<file path="src/rtl/vlpu_pkg.sv">
// Shared types, constants and the palette table of the video line packet unpacker.
package vlpu_pkg;

    localparam int DEF_MAX_WIDTH    = 384;
    localparam int DEF_MAX_HEIGHT   = 272;
    localparam int DEF_HEADER_BYTES = 12;

    localparam int HDR_STORE   = 12;
    localparam int HDR_IDX_W   = 4;
    localparam int COL_W       = 13;
    localparam int ADDR_W      = 17;
    localparam int DIM_W       = 9;
    localparam int QUEUE_DEPTH = 4;
    localparam int QPTR_W      = 2;

    localparam logic [15:0]      NO_FRAME      = 16'hFFFF;
    localparam logic [15:0]      LINE_SAT      = 16'hFFFF;
    localparam logic [DIM_W-1:0] RESET_HEIGHT  = 9'd272;
    localparam logic [7:0]       PIXEL_DEPTH   = 8'd4;

    localparam logic KIND_PIXEL  = 1'b0;
    localparam logic KIND_STATUS = 1'b1;

    typedef enum logic [3:0] {
        PH_HEADER  = 4'b0001,
        PH_PAYLOAD = 4'b0010,
        PH_IGNORE  = 4'b0100,
        PH_DONE    = 4'b1000
    } phase_t;

    typedef struct packed {
        logic             has_pixel;
        logic             has_status;
        logic [15:0]      row;
        logic [COL_W-1:0] col;
        logic [7:0]       pix_byte;
        logic             right_valid;
        logic             accepted;
        logic             ready;
        logic             complete;
        logic [DIM_W-1:0] width;
        logic [DIM_W-1:0] height;
    } entry_t;

    function automatic logic [31:0] palette_color(input logic [3:0] idx);
        logic [31:0] c;
        case (idx)
            4'd0:    c = 32'hFF000000;
            4'd1:    c = 32'hFFFFFFFF;
            4'd2:    c = 32'hFF813338;
            4'd3:    c = 32'hFF75CEC8;
            4'd4:    c = 32'hFF8E3C97;
            4'd5:    c = 32'hFF56AC4D;
            4'd6:    c = 32'hFF2E2C9B;
            4'd7:    c = 32'hFFEDF171;
            4'd8:    c = 32'hFF8E5029;
            4'd9:    c = 32'hFF553800;
            4'd10:   c = 32'hFFC46C71;
            4'd11:   c = 32'hFF4A4A4A;
            4'd12:   c = 32'hFF7B7B7B;
            4'd13:   c = 32'hFFA9FF9F;
            4'd14:   c = 32'hFF706DEB;
            default: c = 32'hFFB2B2B2;
        endcase
        return c;
    endfunction

endpackage

</file>
<file path="src/rtl/vlpu_front.sv">
// Front part: accepts packet bytes, parses the header, tracks frame state and queues work.
module vlpu_front
    import vlpu_pkg::*;
#(
    parameter int MAX_WIDTH    = DEF_MAX_WIDTH,
    parameter int MAX_HEIGHT   = DEF_MAX_HEIGHT,
    parameter int HEADER_BYTES = DEF_HEADER_BYTES
)
(
    input  logic        clk,
    input  logic        rst_n,
    input  logic        push,
    input  logic        full,
    input  logic [7:0]  data_byte,
    input  logic        end_of_packet,
    input  logic [15:0] packet_length,
    output logic        entry_push,
    output entry_t      entry
);

    logic [7:0]       hdr_reg [HDR_STORE];
    logic [15:0]      pos_reg, pos_next;
    phase_t           phase_reg, phase_next;
    logic [15:0]      frame_reg, frame_next;
    logic [15:0]      lines_reg, lines_next;
    logic [DIM_W-1:0] width_reg, width_next;
    logic [DIM_W-1:0] height_reg, height_next;
    logic             ready_reg, ready_next;
    logic             complete_reg, complete_next;
    logic [7:0]       offset_reg, offset_next;
    logic [COL_W-1:0] col_reg, col_next;
    logic [23:0]      product_reg, product_next;

    logic        accept;
    logic [15:0] ppl;
    logic [7:0]  lpp;
    logic [14:0] start_line;
    logic [15:0] frame_num;
    logic [7:0]  enc_hi;
    logic [16:0] line_end;
    logic        hdr_ok;

    assign accept     = push && !full;
    assign ppl        = {hdr_reg[7], hdr_reg[6]};
    assign lpp        = hdr_reg[8];
    assign start_line = {hdr_reg[5][6:0], hdr_reg[4]};
    assign frame_num  = {hdr_reg[3], hdr_reg[2]};
    assign enc_hi     = (pos_reg == 16'd11) ? data_byte : hdr_reg[11];
    assign line_end   = 17'(start_line) + 17'(lpp);

    always_comb
    begin
        logic [16:0] half;
        half         = (17'(ppl) + 17'd1) >> 1;
        product_next = 24'(half[15:0]) * 24'(lpp);
        hdr_ok = (hdr_reg[9] == PIXEL_DEPTH) && (hdr_reg[10] == 8'd0) && (enc_hi == 8'd0)
              && (ppl != 16'd0) && (ppl <= 16'(MAX_WIDTH)) && (lpp != 8'd0)
              && (line_end <= 17'(MAX_HEIGHT))
              && (25'(packet_length) >= 25'(HEADER_BYTES) + 25'(product_reg));
    end

    always_comb
    begin
        logic [16:0] col_plus2;
        logic [16:0] lines_sum;
        logic [15:0] lines_base;
        logic        ready_base;

        pos_next      = pos_reg;
        phase_next    = phase_reg;
        frame_next    = frame_reg;
        lines_next    = lines_reg;
        width_next    = width_reg;
        height_next   = height_reg;
        ready_next    = ready_reg;
        complete_next = complete_reg;
        offset_next   = offset_reg;
        col_next      = col_reg;
        entry         = '0;
        entry_push    = 1'b0;
        col_plus2     = 17'(col_reg) + 17'd2;
        lines_base    = lines_reg;
        ready_base    = ready_reg;
        lines_sum     = '0;

        if (accept)
        begin
            case (phase_reg)
                PH_HEADER:
                begin
                    if (pos_reg == 16'(HEADER_BYTES - 1))
                    begin
                        if (hdr_ok)
                        begin
                            phase_next  = PH_PAYLOAD;
                            offset_next = '0;
                            col_next    = '0;
                        end
                        else
                        begin
                            phase_next = PH_IGNORE;
                        end
                    end
                end
                PH_PAYLOAD:
                begin
                    entry.has_pixel   = 1'b1;
                    entry.row         = 16'(start_line) + 16'(offset_reg);
                    entry.col         = col_reg;
                    entry.pix_byte    = data_byte;
                    entry.right_valid = (17'(col_reg) + 17'd1) < 17'(ppl);
                    col_next          = col_plus2[COL_W-1:0];
                    if (col_plus2 >= 17'(ppl))
                    begin
                        col_next    = '0;
                        offset_next = offset_reg + 8'd1;
                        if (9'(offset_reg) + 9'd1 >= 9'(lpp))
                        begin
                            if (frame_num != frame_reg)
                            begin
                                lines_base = '0;
                                ready_base = 1'b0;
                            end
                            frame_next = frame_num;
                            lines_sum  = 17'(lines_base) + 17'(lpp);
                            lines_next = lines_sum[16] ? LINE_SAT : lines_sum[15:0];
                            width_next = ppl[DIM_W-1:0];
                            ready_next = ready_base;
                            if (hdr_reg[5][7])
                            begin
                                height_next   = line_end[DIM_W-1:0];
                                ready_next    = 1'b1;
                                complete_next = 17'(lines_next) >= line_end;
                            end
                            phase_next = PH_DONE;
                        end
                    end
                end
                default:
                begin
                end
            endcase

            if (pos_reg != 16'hFFFF)
            begin
                pos_next = pos_reg + 16'd1;
            end

            if (end_of_packet)
            begin
                entry.has_status = 1'b1;
                entry.accepted   = (phase_next == PH_DONE);
                entry.ready      = (phase_next == PH_DONE) && ready_next;
                entry.complete   = complete_next;
                entry.width      = width_next;
                entry.height     = height_next;
                pos_next         = '0;
                phase_next       = PH_HEADER;
                offset_next      = '0;
                col_next         = '0;
            end

            entry_push = entry.has_pixel || entry.has_status;
        end
    end

    always_ff @(posedge clk)
    begin
        if (accept && (phase_reg == PH_HEADER))
        begin
            product_reg <= product_next;
            if (pos_reg < 16'(HDR_STORE))
            begin
                hdr_reg[pos_reg[HDR_IDX_W-1:0]] <= data_byte;
            end
        end
    end

    always_ff @(posedge clk or negedge rst_n)
    begin
        if (!rst_n)
        begin
            pos_reg      <= '0;
            phase_reg    <= PH_HEADER;
            frame_reg    <= NO_FRAME;
            lines_reg    <= '0;
            width_reg    <= DIM_W'(MAX_WIDTH);
            height_reg   <= RESET_HEIGHT;
            ready_reg    <= 1'b0;
            complete_reg <= 1'b0;
            offset_reg   <= '0;
            col_reg      <= '0;
        end
        else
        begin
            pos_reg      <= pos_next;
            phase_reg    <= phase_next;
            frame_reg    <= frame_next;
            lines_reg    <= lines_next;
            width_reg    <= width_next;
            height_reg   <= height_next;
            ready_reg    <= ready_next;
            complete_reg <= complete_next;
            offset_reg   <= offset_next;
            col_reg      <= col_next;
        end
    end

endmodule

</file>
<file path="src/rtl/vlpu_queue.sv">
// Short queue of work words between the front and back parts.
module vlpu_queue
    import vlpu_pkg::*;
(
    input  logic   clk,
    input  logic   rst_n,
    input  logic   wr_en,
    input  entry_t wr_data,
    output logic   full,
    input  logic   rd_en,
    output entry_t rd_data,
    output logic   empty
);

    entry_t            slot_reg [QUEUE_DEPTH];
    logic [QPTR_W-1:0] wr_ptr_reg, wr_ptr_next;
    logic [QPTR_W-1:0] rd_ptr_reg, rd_ptr_next;
    logic [QPTR_W:0]   count_reg, count_next;
    logic              do_wr;
    logic              do_rd;

    assign full    = (count_reg == (QPTR_W+1)'(QUEUE_DEPTH));
    assign empty   = (count_reg == '0);
    assign do_wr   = wr_en && !full;
    assign do_rd   = rd_en && !empty;
    assign rd_data = slot_reg[rd_ptr_reg];

    always_comb
    begin
        wr_ptr_next = do_wr ? wr_ptr_reg + QPTR_W'(1) : wr_ptr_reg;
        rd_ptr_next = do_rd ? rd_ptr_reg + QPTR_W'(1) : rd_ptr_reg;
        count_next  = count_reg;
        if (do_wr && !do_rd)
        begin
            count_next = count_reg + (QPTR_W+1)'(1);
        end
        else if (do_rd && !do_wr)
        begin
            count_next = count_reg - (QPTR_W+1)'(1);
        end
    end

    always_ff @(posedge clk)
    begin
        if (do_wr)
        begin
            slot_reg[wr_ptr_reg] <= wr_data;
        end
    end

    always_ff @(posedge clk or negedge rst_n)
    begin
        if (!rst_n)
        begin
            wr_ptr_reg <= '0;
            rd_ptr_reg <= '0;
            count_reg  <= '0;
        end
        else
        begin
            wr_ptr_reg <= wr_ptr_next;
            rd_ptr_reg <= rd_ptr_next;
            count_reg  <= count_next;
        end
    end

endmodule

</file>
<file path="src/rtl/vlpu_back.sv">
// Back part: expands queued work into pixel writes and status reports in an output register.
module vlpu_back
    import vlpu_pkg::*;
#(
    parameter int MAX_WIDTH = DEF_MAX_WIDTH
)
(
    input  logic              clk,
    input  logic              rst_n,
    input  entry_t            head,
    input  logic              head_valid,
    output logic              deq,
    input  logic              pop,
    output logic              empty,
    output logic              result_kind,
    output logic [ADDR_W-1:0] pixel_address,
    output logic [31:0]       left_color,
    output logic [31:0]       right_color,
    output logic              right_valid,
    output logic              packet_accepted,
    output logic              frame_ready,
    output logic              frame_complete,
    output logic [DIM_W-1:0]  frame_width,
    output logic [DIM_W-1:0]  frame_height,
    output logic              last_of_run
);

    localparam logic [ADDR_W-1:0] ROW_STEP = ADDR_W'(MAX_WIDTH);

    logic              valid_reg, valid_next;
    logic              half_reg, half_next;
    logic              kind_reg;
    logic [ADDR_W-1:0] addr_reg;
    logic [31:0]       left_reg;
    logic [31:0]       right_reg;
    logic              rvalid_reg;
    logic              acc_reg;
    logic              ready_reg;
    logic              complete_reg;
    logic [DIM_W-1:0]  width_reg;
    logic [DIM_W-1:0]  height_reg;
    logic              last_reg;
    logic              load;
    logic              take_pixel;
    logic [ADDR_W-1:0] addr_calc;

    assign load       = head_valid && (!valid_reg || pop);
    assign take_pixel = head.has_pixel && !half_reg;
    assign deq        = load && (!take_pixel || !head.has_status);
    assign addr_calc  = ADDR_W'(ADDR_W'(head.row) * ROW_STEP) + ADDR_W'(head.col);

    always_comb
    begin
        half_next  = half_reg;
        valid_next = valid_reg;
        if (load)
        begin
            half_next  = take_pixel && head.has_status;
            valid_next = 1'b1;
        end
        else if (pop)
        begin
            valid_next = 1'b0;
        end
    end

    always_ff @(posedge clk)
    begin
        if (load)
        begin
            if (take_pixel)
            begin
                kind_reg     <= KIND_PIXEL;
                addr_reg     <= addr_calc;
                left_reg     <= palette_color(head.pix_byte[3:0]);
                right_reg    <= palette_color(head.pix_byte[7:4]);
                rvalid_reg   <= head.right_valid;
                acc_reg      <= 1'b0;
                ready_reg    <= 1'b0;
                complete_reg <= 1'b0;
                width_reg    <= '0;
                height_reg   <= '0;
                last_reg     <= !head.has_status;
            end
            else
            begin
                kind_reg     <= KIND_STATUS;
                addr_reg     <= '0;
                left_reg     <= '0;
                right_reg    <= '0;
                rvalid_reg   <= 1'b0;
                acc_reg      <= head.accepted;
                ready_reg    <= head.ready;
                complete_reg <= head.complete;
                width_reg    <= head.width;
                height_reg   <= head.height;
                last_reg     <= 1'b1;
            end
        end
    end

    always_ff @(posedge clk or negedge rst_n)
    begin
        if (!rst_n)
        begin
            valid_reg <= 1'b0;
            half_reg  <= 1'b0;
        end
        else
        begin
            valid_reg <= valid_next;
            half_reg  <= half_next;
        end
    end

    assign empty           = !valid_reg;
    assign result_kind     = kind_reg;
    assign pixel_address   = addr_reg;
    assign left_color      = left_reg;
    assign right_color     = right_reg;
    assign right_valid     = rvalid_reg;
    assign packet_accepted = acc_reg;
    assign frame_ready     = ready_reg;
    assign frame_complete  = complete_reg;
    assign frame_width     = width_reg;
    assign frame_height    = height_reg;
    assign last_of_run     = last_reg;

endmodule

</file>
<file path="src/rtl/video_line_packet_unpacker_core.sv">
// Top level of the video line packet unpacker.
// Input side: one packet byte per word with its end mark and the packet length;
// a word is taken when push is high and full is low. Header bytes come first,
// then payload; every byte of a packet carries the same packet length.
// Result side: each payload byte of an accepted layout gives one pixel pair write,
// and the final byte of a packet also gives a status report; last_of_run marks the
// final result of a byte. A result is shown while empty is low and taken on pop.
// The first result of a byte reaches the result ports through the queue and then
// the result register. Throughput: one byte per cycle as long as results drain;
// a payload byte that carries the end mark gives two results, the pixel pair
// write first and then the status report.
// The front stage and the result register are joined by a four-word queue, so a
// stalled receiver first fills the queue and then raises full; nothing is lost.
// Reset clears the packet parser, frame state and queue; the frame size kept for
// status reports returns to its defaults and no frame is current.
module video_line_packet_unpacker_core
    import vlpu_pkg::*;
#(
    parameter int MAX_WIDTH    = DEF_MAX_WIDTH,
    parameter int MAX_HEIGHT   = DEF_MAX_HEIGHT,
    parameter int HEADER_BYTES = DEF_HEADER_BYTES
)
(
    input  logic              clk,
    input  logic              rst_n,
    input  logic              push,
    output logic              full,
    input  logic [7:0]        data_byte,
    input  logic              end_of_packet,
    input  logic [15:0]       packet_length,
    output logic              empty,
    input  logic              pop,
    output logic              result_kind,
    output logic [ADDR_W-1:0] pixel_address,
    output logic [31:0]       left_color,
    output logic [31:0]       right_color,
    output logic              right_valid,
    output logic              packet_accepted,
    output logic              frame_ready,
    output logic              frame_complete,
    output logic [DIM_W-1:0]  frame_width,
    output logic [DIM_W-1:0]  frame_height,
    output logic              last_of_run
);

    entry_t wr_entry;
    entry_t head;
    logic   wr_en;
    logic   q_empty;
    logic   deq;

    vlpu_front #(
        .MAX_WIDTH    (MAX_WIDTH),
        .MAX_HEIGHT   (MAX_HEIGHT),
        .HEADER_BYTES (HEADER_BYTES)
    ) u_front (
        .clk           (clk),
        .rst_n         (rst_n),
        .push          (push),
        .full          (full),
        .data_byte     (data_byte),
        .end_of_packet (end_of_packet),
        .packet_length (packet_length),
        .entry_push    (wr_en),
        .entry         (wr_entry)
    );

    vlpu_queue u_queue (
        .clk     (clk),
        .rst_n   (rst_n),
        .wr_en   (wr_en),
        .wr_data (wr_entry),
        .full    (full),
        .rd_en   (deq),
        .rd_data (head),
        .empty   (q_empty)
    );

    vlpu_back #(
        .MAX_WIDTH (MAX_WIDTH)
    ) u_back (
        .clk             (clk),
        .rst_n           (rst_n),
        .head            (head),
        .head_valid      (!q_empty),
        .deq             (deq),
        .pop             (pop),
        .empty           (empty),
        .result_kind     (result_kind),
        .pixel_address   (pixel_address),
        .left_color      (left_color),
        .right_color     (right_color),
        .right_valid     (right_valid),
        .packet_accepted (packet_accepted),
        .frame_ready     (frame_ready),
        .frame_complete  (frame_complete),
        .frame_width     (frame_width),
        .frame_height    (frame_height),
        .last_of_run     (last_of_run)
    );

endmodule
</file>
<file path="config.mk">
export PLATFORM = sky130hd
export DESIGN_NAME = video_line_packet_unpacker_core
export DESIGN_NICKNAME = d
export VERILOG_FILES = /design/src/rtl/vlpu_pkg.sv /design/src/rtl/vlpu_front.sv /design/src/rtl/vlpu_queue.sv /design/src/rtl/vlpu_back.sv /design/src/rtl/video_line_packet_unpacker_core.sv
export SDC_FILE = /design/constraint.sdc
export NUM_CORES = 1
export LEC_CHECK = 0
export ABC_AREA = 0
export ABC_CLOCK_PERIOD_IN_PS = 8400
export BUFFER_PORTS_ARGS = -buffer_cell sky130_fd_sc_hd__buf_4
export CAP_MARGIN = 15
export CORE_MARGIN = 2
export CORE_UTILIZATION = 35
export CTS_CLUSTER_DIAMETER = 100
export CTS_CLUSTER_SIZE = 8
export DETAILED_ROUTE_END_ITERATION = 8
export REMOVE_ABC_BUFFERS = 1
export SETUP_SLACK_MARGIN = 0.15
export SYNTH_ARGS = -nofsm -noshare
export SYNTH_HDL_FRONTEND = slang
export SYNTH_SLANG_ARGS = --single-unit
</file>
<file path="constraint.sdc">
create_clock -name clk -period 8.4 [get_ports clk]
set_input_delay 1.68 -clock clk [delete_from_list [all_inputs] [get_ports clk]]
set_output_delay 1.68 -clock clk [all_outputs]
set_load 0.01 [all_outputs]
</file>
# --- After elaboration in Yosys (flattened, before gate mapping) ---
# Memories as Yosys holds them, arrays and structs flattened. A register that Yosys moved wholly into a read port is not among the register bits.
# Index checks and enable logic that the tools add are counted.
word_totals:
  n_memories: 4
  mem_bits_ro: 768
  out_inout_bits: 107
  regBits: 231
  elab_cells: 172
  mem_bits_rw: 340
op_classes:
  n_lt_le_gt_ge: 8
  muxes: 61
  add_sub_neg: 15
  n_eq_ne: 11
  multipliers: 2
  n_reduce_logical: 44
mem_list:
  columns: ["memory", "words", "width", "rd", "rd_clocked_by_memory_dff", "wr", "line", "source"]
  rows:
  - ["(name not given)", 16, 24, 1, 1, 0, "vlpu_pkg.sv:47", "case (idx)"]
  - ["(name not given)", 16, 24, 1, 1, 0, "vlpu_pkg.sv:47", null]
  - ["u_queue.slot_reg", 4, 61, 1, 0, 1, "vlpu_queue.sv:15", "entry_t slot_reg [QUEUE_DEPTH];"]
  - ["u_front.hdr_reg", 12, 8, 10, 0, 1, "vlpu_front.sv:21", "logic [7:0] hdr_reg [HDR_STORE];"]
ops:
  columns: ["operator", "count"]
  rows:
  - ["16-bit 2-to-1 mux", 8]
  - ["9-bit 2-to-1 mux", 7]
  - ["61-bit 2-to-1 mux", 1]
  - ["13-bit 2-to-1 mux", 4]
  - ["8-bit 2-to-1 mux", 5]
  - ["38-bit 2-to-1 mux", 1]
  - ["15-bit by 8-bit adder with 16-bit output", 2]
  - ["13-bit case mux with 2 select lines", 1]
  - ["4-bit by 24-bit adder with 25-bit output (first input constant)", 1]
  - ["16-bit by 25-bit >= comparator with 1-bit output", 1]
  - ["16-bit by 8-bit multiplier with 24-bit output", 1]
  - ["1-bit 2-to-1 mux", 23]
  - ["21-bit 2-to-1 mux", 1]
  - ["4-bit 2-to-1 mux", 5]
  - ["1-bit logical AND", 18]
  - ["16-bit by 1-bit adder with 17-bit output (second input constant)", 1]
  - ["16-bit by 8-bit adder with 17-bit output", 1]
  - ["17-bit by 13-bit adder with 17-bit output", 1]
  - ["16-bit by 17-bit >= comparator with 1-bit output", 1]
  - ["17-bit by 16-bit >= comparator with 1-bit output", 1]
  - ["17-bit by 9-bit less-or-equal comparator with 1-bit output (second input constant)", 1]
  - ["17-bit by 16-bit < comparator with 1-bit output", 1]
  - ["16-bit by 1-bit adder with 16-bit output (second input constant)", 1]
  - ["16-bit by 4-bit equality test with 1-bit output (second input constant)", 1]
  - ["other kinds (33)", 53]

# --- Logic depth before layout (Yosys ltp) ---
# Gate-level depths: netlist (run 1).
depth:
  word_depth: 17
  mapped_depth: 26
  depth_no_buf: 24

# --- Modules after synthesis ---
# Synthesis (run 1) repeated with hierarchy kept, for this count alone.
unflattened:
  cells_unflattened: 2497
  hier_area_um2: 30571.8
by_module_without_submodules:
  columns: ["module", "seq_area_each_um2", "cells_each", "n_inst", "area_each_um2"]
  rows:
  - ["vlpu_front", 5451.5, 1665, 1, 16126.7]
  - ["vlpu_queue", 7502.2, 355, 1, 9296.4]
  - ["vlpu_back", 2752.6, 476, 1, 5144.9]
  - ["video_line_packet_unpacker_core", 0.0, 1, 1, 3.8]

# --- Worst setup path before layout (run 1) ---
# No wires, ideal clock.
synth_path:
  path_type: "input -> register"
  startpoint: "input pop"
  endpoint: "register u_queue.count_reg[1]"
  path_buffers: 0
  path_stages: 7
  path_slack_ns: 0.379
  arrival_ns: 7.896
  path_cell_list: "inv_1 > a21oi_1 > nand2_1 > ha_1 > inv_1 > fa_1 > mux2_2"
synth_between:
  elab_chain_cells: 7
synth_lines:
  columns: ["element", "line", "source"]
  rows:
  - ["from (decl)", "video_line_packet_unpacker_core.sv:32", "input logic pop,"]
  - ["1-bit logical OR", "vlpu_back.sv:47", "assign load = head_valid && (!valid_reg || pop);"]
  - ["1-bit logical AND", "vlpu_back.sv:47", null]
  - ["via u_back.load", "vlpu_back.sv:43", "logic load;"]
  - ["1-bit logical AND", "vlpu_back.sv:49", "assign deq = load && (!take_pixel || !head.has_status);"]
  - ["1-bit logical AND", "vlpu_queue.sv:25", "assign do_rd = rd_en && !empty;"]
  - ["1-bit logical NOT", "vlpu_queue.sv:33", "if (do_wr && !do_rd)"]
  - ["1-bit logical AND", "vlpu_queue.sv:33", null]
  - ["3-bit 2-to-1 mux", "vlpu_queue.sv:33", null]
  - ["via u_queue.count_next[1]", "vlpu_queue.sv:18", "logic [QPTR_W:0] count_reg, count_next;"]
  - ["to (signal assigned)", "vlpu_queue.sv:63", "count_reg <= count_next;"]
  - ["to (decl)", "vlpu_queue.sv:18", null]
# The timed path passes the listed nets, and every way through them passes these cells.
# A chain may end at the register's enable or synchronous reset.

==> results of run 1 <==
-- through the flow --
stage                     std cells  instance area (um^2)  power (mW)
final                          3662                 33200        10.0
after global placement         3542                 31100        7.39
after CTS                      3662                 33200        10.2
after global routing           3662                 33200        10.7
after floorplan                2308                 28500        6.21
after detailed placement       3542                 31100        7.44
-- area by class of cell --
class | count | area (um^2) | share of cell area (%)
sequential | 507 | 14800 | 44.4
clock buffer | 114 | 1980 | 5.97
inverter | 168 | 631 | 1.90
tap | 1070 | 1340 | 4.03
timing repair buffer | 164 | 1230 | 3.71
clock inverter | 6 | 91.3 | 0.275
multi-input combinational | 1633 | 13200 | 39.7
-- cell families after synthesis --
| kind of cell | after synthesis |
|---|---|
| multiplexers | 109 |
| adder cells (fa/ha/maj) | 270 |
| other | 1 |
| AO/OA/AOI/OAI | 344 |
| buffers and inverters | 277 |
| AND/OR/NAND/NOR | 758 |
| flip-flops | 507 |
| XOR/XNOR | 147 |
-- worst min-delay path, cell delays in order, from the launching register on --
cell and delay (ps):
dfrtp_1 340, nand2_1 50, o21ai_0 60
-- path summary, 6_finish.rpt --
| path | startpoint | depth (start not counted) | to | slack [ps] |
|---|---|---|---|---|
| max in group asynchronous | rst_n | 2 | u_queue.rd_ptr_reg[0] | 5900 |
| setup / recovery | u_front.hdr_reg[6][6] | 22 | u_front.product_reg[22] | 1930 |
| min in group asynchronous | rst_n | 1 | u_front.lines_reg[7] | 1030 |
| hold reg to reg | u_front.height_reg[6] | 2 | u_front.height_reg[6] | 480 |
| hold / removal | u_front.height_reg[6] | 2 | u_front.height_reg[6] | 480 |
| setup reg to reg | u_front.hdr_reg[6][6] | 22 | u_front.product_reg[22] | 1930 |
-- Yosys cell counts (all sizes together), types with 12 or more instances --
master    n
a211oi   26
a21o     17
a21oi   104
a31oi    12
and2    119
and3     21
buf      36
clkbuf   73
dfrtp    80
dfstp    21
edfxtp  406
fa       90
ha      180
inv     165
mux2     31
mux2i    27
mux4     51
nand2   215
nand3    70
nand4    18
nor2    174
nor2b    32
nor3     32
nor4     28
o21a     26
o21ai    79
xnor2    83
xor2     64
-- report_power, final --
part           internal (mW)  switching [mW]  leakage, nW
logic                   1.62            2.08         7.26
clock network           1.61            1.08        0.985
registers               3.36           0.286         5.15
total                   6.59            3.44         13.4
-- layout by cell type, fill, tap and decap left out, drive strengths merged, types with 7 or more instances in the layout --
| master | Yosys | final |
|---|---|---|
| a21oi | 104 | 104 |
| a31oi | 12 | 12 |
| a21o | 17 | 17 |
| a211oi | 26 | 26 |
| nor2 | 174 | 174 |
| nand4 | 18 | 18 |
| inv | 165 | 168 |
| ha | 180 | 180 |
| mux2i | 27 | 27 |
| fa | 90 | 90 |
| clkbuf | 73 | 114 |
| o21ai | 79 | 79 |
| xnor2 | 83 | 83 |
| nor2b | 32 | 32 |
| nor3 | 32 | 32 |
| and4 | 7 | 7 |
| and3 | 21 | 21 |
| and2 | 119 | 119 |
| or2 | 11 | 11 |
| nand2b | 10 | 10 |
| mux2 | 31 | 31 |
| o21bai | 10 | 10 |
| nand3 | 70 | 70 |
| mux4 | 51 | 51 |
| dfstp | 21 | 21 |
| nor4 | 28 | 28 |
| o21a | 26 | 26 |
| buf | 36 | 164 |
| nand2 | 215 | 215 |
| dfrtp | 80 | 80 |
| xor2 | 64 | 64 |
| edfxtp | 406 | 406 |
-- per-layer routing --
layer,wire [um],up-vias
met5,0,-
met3,3510,110
met2,33200,472
met4,1550,0
li1,-,8852
met1,30900,9346
==> out/qor.yml, run 1 <==
synthesis.area_um2: 29000
clock_tree.buffer_depth: 3
areaGrowthSynthToFinish_pct: 14.5
ys.warnings.count: 0
dieHeight_um: 292
synth_cells: 2413
die_width_um: 292
rows: 105
final_number_of_max_transition_violations: 0
io-pin-count: 136
worst_setup_path_start_kind: "flop"
holdWs_ps: 479
design.final.nets: 2846
clock-sinks: 507
core_um2: 82000
synth.largest_area_cell: "edfxtp_1"
grt_most_used_layer: "met2"
drc_errors: 0
drive_above_1_share_pct: 14.7
postSynthRegisterBits: 507
place.port_buffers: 135
numCtsBuffers: 73
crit_path_leading_delay_family: "adder cells"
synth-main-ff-cell: "edfxtp_1"
postLayoutCoreUtil_pct: 40.5
timing.setup.tns_ps: 0
global_route.usage.met2_pct: 26.9
drtPass1Iterations: 5
yosys.cell_types.count: 83
critical_path.n_buffers_inverters: 4
worst-endpoint-required_ps: 8740
grt_antenna_before_repair: 1
synth_top_area_share_pct: 42.1
antennaDiodeCount: 0
via_count: 18780
dp_slack_ps: 2020
path_cells: "inv_1 -> nor4_1 -> buf_4 -> nand3_1 -> xnor2_1 -> and2_1 -> fa_1 -> inv_1 -> fa_1 -> fa_1 -> fa_1 -> inv_1 -> ha_1 -> a21o_1 -> a21oi_1 -> nor2_1 -> a21oi_1 -> o31ai_1 -> o41ai_1 -> o21ai_1 -> o41ai_1 -> xnor2_1"
htree_levels: 3
gr-usage-all-layers_pct: 16.3
holdBufCountCts: 0
skew_ps: 21.6
post_synth_fa_ha_maj_area_fraction_pct: 14.0
outcome: "finished clean"
synth.yosys.seq_area_share_pct: 50.9
yosys.area_share.simple_pct: 12.9
critical-path-slowest-cell: "xnor2_1"
routed_wire_length_per_instance_um: 18.9
critical_path.max_stage_delay_ps: 550
fmax_mhz: 155
cts_tree: "built"
detailed_place_hpwl_um: 48400
synth_async_sr_flop_share_pct: 19.9
post_cts.repair.setup_buffers: 0
floorplan.initialDensity_pct: 35.3
largest_net_degree_at_the_start_of_global_routing: 75
finalHoldViolCount: 0
clk_root_buf: "clkbuf_16"
critPathMostFrequentCell: "fa_1"
syn_area_per_cell_um2: 12.0
gr-usage-met1_pct: 22.0
slew_at_the_pin_closest_to_its_max_slew_limit_ps: 1090
nFillCells: 7811
grt_first_pass_wirelength_um: 109000
layout_setup_ws_ps: 1930
final_antenna_net_count: 0
cts_repair_resize_count: 0
synth.area.mux_share_pct: 6.33
vias_per_cell: 5.13
leakagePower_nw: 13.4
detailedRoute.firstIterationViolations: 1156
timing_worst_setup_path_type: "reg -> reg"
final.period_utilization_pct: 77.0
peakVddDrop_mv: 0.141
synth_enable_flop_cells: 406
gr-usage-met3_pct: 2.99
grt_setup_unrepaired: "false"
cp_max_fo: 8
gr-total-overflow: 0
cp.arrival_ps: 6810
yosys.area_share.xor_xnor_pct: 4.44
synth_compound_gate_area_share_pct: 7.53
clock_pin_slew_worst_setup_and_hold_paths_ps: 50
largest_register_ff_count: 220
timing.max_cap.violations: 0
clock_latency_ps: 610
totalWireLength_um: 69200
cellPowerDensity_nw_per_um2: 302
cell_types_with_the_largest_area_share_after_synthesis: "edfxtp_1 (42%), ha_1 (7.8%), dfrtp_1 (6.9%), fa_1 (6.2%), mux4_2 (4.0%)"
synth_top_family_by_area: "adder cells"
timing.final.crit_period_ps: 6470
setup_viol: 0
die-area_um2: 85100
hp-class: "reg -> reg"
crit_path_end_kind: "flop"
gp_congestion: 0.845
max-slew-margin-rel_pct: 27.4
first_global_vias: 19481
Note: power is estimated with default switching activity, not from simulation.
==> inputs of run 2 (changes only) <==
Settings changed: ABC_CLOCK_PERIOD_IN_PS 8400 to 6300.
Clock period 8.4 ns to 6.3 ns, I/O delays scaled along.
==> run 2 against run 1 <==
Against the previous run: routed wire length rose by 0.91%; via count rose by 0.86%; worst hold slack got worse by 1.7 ps; final cell count rose by 0.87%; maximum frequency rose by 11%; register-to-register slack got worse by 1500 ps; first-iteration DRC count rose by 15%; sequential power rose by 33%; core utilization rose by 0.47 points; non-clock buffer count rose by 29; setup slack got worse by 1500 ps; clock power rose by 37%; critical path type unchanged; critical endpoint is now u_front.product_reg[23].
==> out/qor.yml, run 2 (synthesis results as in run 1) <==
core_um2: 82000
io-pin-count: 136
drc_errors: 0
number_of_standard_cells_in_the_layout_taps_in_and_fillers_out: 3694
design.final.nets: 2875
critical_path.n_buffers_inverters: 2
placed_cells_incl_taps: 3568
gr-total-overflow: 0
floorplan.initialDensity_pct: 35.3
postLayoutCoreUtil_pct: 41.0
cp.arrival_ps: 6190
p_switching_mw: 4.65
worst-endpoint-required_ps: 6670
final.period_utilization_pct: 92.4
largest_register_ff_count: 220
clk_root_buf: "clkbuf_16"
path_cells: "nand3_1 -> nor2_1 -> and3_1 -> nand4_1 -> xnor2_1 -> and2_1 -> fa_1 -> inv_1 -> fa_1 -> fa_1 -> fa_1 -> inv_1 -> ha_1 -> a21o_1 -> a21oi_2 -> nand2_1 -> o211ai_1 -> a31oi_1 -> a211oi_1 -> a21oi_1 -> xnor2_1"
clock_tree.buffer_depth: 3
cts_tree: "built"
drtPass1Iterations: 5
die-area_um2: 85100
totalWireLength_um: 69800
final_number_of_max_transition_violations: 0
dieHeight_um: 292
max-slew-margin-rel_pct: 28.6
grt_first_pass_wirelength_um: 110000
power.share.combinational_pct: 36.8
share_clk_of_total_power_pct: 27.3
slew_at_the_pin_closest_to_its_max_slew_limit_ps: 1070
via_count: 18942
final_antenna_net_count: 0
crit_path_leading_delay_family: "adder cells"
critical_path.max_stage_delay_ps: 540
skew_ps: 25.6
place.port_buffers: 135
timing.max_cap.violations: 0
gr-usage-all-layers_pct: 16.5
cp_max_fo: 6
holdBufCountCts: 0
hp-class: "reg -> reg"
power.share.sequential_pct: 35.9
largest_net_degree_at_the_start_of_global_routing: 74
die_width_um: 292
clock_pin_slew_worst_setup_and_hold_paths_ps: 60
outcome: "finished clean"
vias_per_cell: 5.13
htree_levels: 3
clock-sinks: 507
layout_common_cells: "edfxtp_1 (406), nand2_1 (213), buf_4 (193), ha_1 (179), nor2_1 (173)"
areaGrowthSynthToFinish_pct: 15.9
clock_latency_ps: 620
gp_congestion: 0.895
crit_path_end_kind: "flop"
grt_setup_unrepaired: "true"
drive_above_1_share_pct: 16.1
final_cell_area_um2: 33600
finalHoldViolCount: 0
placed_cell_area_um2: 31300
critPathMostFrequentCell: "fa_1"
cellPowerDensity_nw_per_um2: 402
power.share.switching_pct: 34.4
mostFrequentLayoutCell: "edfxtp_1"
detailedRoute.firstIterationViolations: 1327
first_global_vias: 19835
worst_setup_path_start_kind: "flop"
grt_antenna_before_repair: 1
rows: 105
nFillCells: 7677
fmax_mhz: 172
leakagePower_nw: 13.6
p_int_mw: 8.87
numCtsBuffers: 73
holdWs_ps: 477
detailed_place_hpwl_um: 49600
timing_worst_setup_path_type: "reg -> reg"
setup_viol: 0
critical-path-slowest-cell: "fa_1"
timing.final.crit_period_ps: 5820
routed_wire_length_per_instance_um: 18.9
peakVddDrop_mv: 0.235
==> run 2: stage by stage <==
step,total power [mW],setup slack [ps],setup TNS [ps]
floorplan,8.27,-1300,-10570
global placement,9.85,287,0
finish,13.5,481,0
CTS,13.7,158,0
global route,14.4,93.8,0
detailed placement,9.95,154,0
==> run 2: power by group through the flow <==
stage          Sequential (mW)  Clock [mW]  Combinational, mW
2_1_floorplan             5.10           0               3.17
3_3_place_gp              4.92           0               4.94
3_5_place_dp              4.93           0               5.01
4_1_cts                   4.88        3.79               5.04
5_1_grt                   4.93        3.94               5.56
6_report                  4.85        3.69               4.98
==> run 2: worst paths after layout <==
path,from,endpoint,slack [ps],cells after the start
worst max register to register,u_front.hdr_reg[6][2],u_front.product_reg[23],480,21
worst min register to register,u_front.lines_reg[0],u_front.lines_reg[0],480,2
max in group asynchronous,rst_n,u_queue.rd_ptr_reg[0],4360,2
worst max-delay path,u_front.hdr_reg[6][2],u_front.product_reg[23],480,21
min in group asynchronous,rst_n,u_front.lines_reg[13],830,1
worst min-delay path,u_front.lines_reg[0],u_front.lines_reg[0],480,2
==> run 2: what timing repair did <==
item | in CTS | in global routing
setup buffers | 0 | 3
pin swaps | 0 | 0
endpoints found under the setup margin | 1 | 8
cloned | 0 | 0
gates resized for setup | 1 | 11
==> run 2: metal layers <==
metal / wire [um] / vias up / track usage [%]
li1: - / 8926 / -
met1: 30900 / 9344 / 21.9
met2: 32700 / 547 / 26.8
met3: 4130 / 125 / 3.44
met4: 2110 / 0 / 5.75
met5: 0 / - / 0
==> run 2: area by class of cell <==
type	count	area, um^2	share of cell area (%)
Clock buffer	115	2030	6.04
Sequential cell	507	14800	43.9
Tap cell	1070	1340	3.99
Inverter	168	631	1.88
Multi-Input combinational cell	1633	13200	39.5
Timing Repair Buffer	193	1450	4.32
Clock inverter	7	129	0.384
Antenna cell	1	2.50	0.00745
==> run 2: worst reg2reg max path: cells and delay by family (launching register included) <==
kind	cells	cell delay [ps]
AO/OA/AOI/OAI	6	1310
buffers and inverters	2	80
flip-flops	1	470
AND/OR/NAND/NOR	6	1030
adder cells (fa/ha/maj)	5	2340
XOR/XNOR	2	320
==> inputs of run 3 (changes only) <==
Settings changed: GPL_TIMING_DRIVEN set to 0.
==> run 3 against run 2 <==
Against the previous run: final cell count fell by 0.19%; setup slack worse by 130 ps; cell area is 1.7% higher; flip-flop and latch count is the same; first-iteration DRC count increased by 11%; largest power group unchanged; sequential share of layout area shrank 0.71 points; clock power shrank 1%; combinational power up 3%.
==> out/qor.yml, run 3 (synthesis results as in run 1) <==
outcome: "finished clean"
clk_root_buf: "clkbuf_16"
crit_path_end_kind: "flop"
areaGrowthSynthToFinish_pct: 17.8
detailed_place_hpwl_um: 49000
layout_setup_ws_ps: 352
cts_tree: "built"
timing_worst_setup_path_type: "reg -> reg"
totalWireLength_um: 69600
setup_viol: 0
timing.final.crit_period_ps: 5950
largest_register_ff_count: 220
detailedRoute.firstIterationViolations: 1468
leakagePower_nw: 13.7
clock-sinks: 507
io-pin-count: 136
cellPowerDensity_nw_per_um2: 398
final_number_of_max_transition_violations: 0
critPathMostFrequentCell: "fa_1"
largest_net_degree_at_the_start_of_global_routing: 81
core_um2: 82000
timing.max_cap.violations: 0
cp_max_fo: 4
grt_antenna_before_repair: 2
skew_ps: 45.8
first_global_vias: 19848
grt_setup_unrepaired: "false"
max-slew-margin-rel_pct: 19.0
hp-class: "reg -> reg"
numCtsBuffers: 73
floorplan.initialDensity_pct: 35.3
peakVddDrop_mv: 0.213
drive_above_1_share_pct: 17.2
worst-endpoint-required_ps: 6640
via_count: 19112
layout_common_cells: "edfxtp_1 (406), nand2_1 (211), ha_1 (177), nor2_1 (171), buf_4 (168)"
clock_latency_ps: 630
nFillCells: 7544
routed_wire_length_per_instance_um: 18.9
gp_congestion: 0.847
final.period_utilization_pct: 94.4
critical-path-slowest-cell: "fa_1"
rows: 105
slew_at_the_pin_closest_to_its_max_slew_limit_ps: 1200
finalHoldViolCount: 0
worst_setup_path_start_kind: "flop"
path_cells: "buf_4 -> nand3_1 -> xnor2_2 -> nand2_1 -> fa_1 -> fa_1 -> inv_1 -> fa_1 -> fa_1 -> ha_1 -> nor2b_1 -> a311o_1 -> o31ai_4 -> o31ai_2 -> o41ai_2 -> buf_4 -> o21ai_1 -> o41ai_2 -> xnor2_1"
clock_pin_slew_worst_setup_and_hold_paths_ps: 50
die_width_um: 292
clock_tree.buffer_depth: 3
htree_levels: 3
dp_slack_ps: -1080
cp.arrival_ps: 6290
gr-usage-all-layers_pct: 16.4
fmax_mhz: 168
die-area_um2: 85100
drtPass1Iterations: 5
design.final.nets: 2870
place.port_buffers: 135
final_antenna_net_count: 0
critical_path.max_stage_delay_ps: 580
grt_first_pass_wirelength_um: 111000
total_power_mw: 13.6
gr-total-overflow: 0
dieHeight_um: 292
vias_per_cell: 5.18
drc_errors: 0
mostFrequentLayoutCell: "edfxtp_1"
==> run 3: cell count changes in the layout (fill, tap and decap cells not counted), sizes merged <==
cell | previous run | this run
clkbuf | 115 | 111
clkinvlp | 0 | 3
buf | 193 | 188
inv | 168 | 164
diode | 1 | 2
clkinv | 7 | 9
==> run 3: worst paths after layout <==
check,end,cells after the start,start,slack [ps]
max in group asynchronous,u_front.frame_reg[4],2,rst_n,5030
hold reg to reg,u_front.height_reg[4],2,u_front.height_reg[4],480
hold / removal,u_front.height_reg[4],2,u_front.height_reg[4],480
setup reg to reg,u_front.product_reg[22],19,u_front.hdr_reg[6][0],350
setup / recovery,u_front.product_reg[22],19,u_front.hdr_reg[6][0],350
min in group asynchronous,u_front.lines_reg[9],1,rst_n,490
==> run 3: metrics by stage <==
step | TNS [ps] | area (um^2) | hold slack [ps] | util (%) | instances
3_5_place_dp | -8030 | 31300 | 470 | 38.2 | 3533
4_1_cts | 0 | 33700 | 463 | 41.1 | 3661
5_1_grt | 0 | 34100 | 483 | 41.6 | 3685
2_1_floorplan | -10570 | 28500 | 447 | - | 2308
3_3_place_gp | -805590 | 30800 | 463 | 37.6 | 3513
6_report | 0 | 34100 | 480 | 41.6 | 3687
==> run 3: final cells by class <==
| type | count | area [um^2] | share of cell area, % |
|---|---|---|---|
| diodes | 2 | 5.00 | 0.0147 |
| well taps | 1070 | 1340 | 3.92 |
| clock inverters | 8 | 183 | 0.535 |
| inverters | 168 | 638 | 1.87 |
| multi-input cells | 1633 | 13600 | 39.8 |
| repair buffers | 188 | 1670 | 4.89 |
| clock buffers | 111 | 1970 | 5.77 |
| flip-flops and latches | 507 | 14800 | 43.2 |
==> run 3: layer usage <==
metal	GRT usage, %	share of wire, %
met4	4.83	2.4
met5	0	0
met3	2.56	5.1
met2	27.7	49
met1	21.8	43
==> run 3: timing repair <==
item | 4_1_cts | 5_1_grt
pin swaps | 4 | 22
endpoints found under the setup margin | 16 | 12
hold endpoints to repair | 0 | 0
hold buffers | 0 | 0
gates resized for setup | 26 | 36
buffers inserted | 9 | 23
==> run 3: worst max-delay path: cells and delay by family, from the launching register on <==
| family | cells | cell delay, ps |
|---|---|---|
| adder cells (fa/ha/maj) | 5 | 2440 |
| AO/OA/AOI/OAI | 6 | 1420 |
| flip-flops | 1 | 470 |
| AND/OR/NAND/NOR | 3 | 430 |
| XOR/XNOR | 2 | 470 |
| buffers and inverters | 3 | 420 |
==> run 3: report_power, final <==
part	internal, mW	total (mW)	leakage, nW	switching (mW)
Sequential	4.48	4.82	5.15	0.339
Combinational	2.27	5.13	7.59	2.86
Clock	2.17	3.64	1.01	1.47
Total	8.91	13.6	13.7	4.67
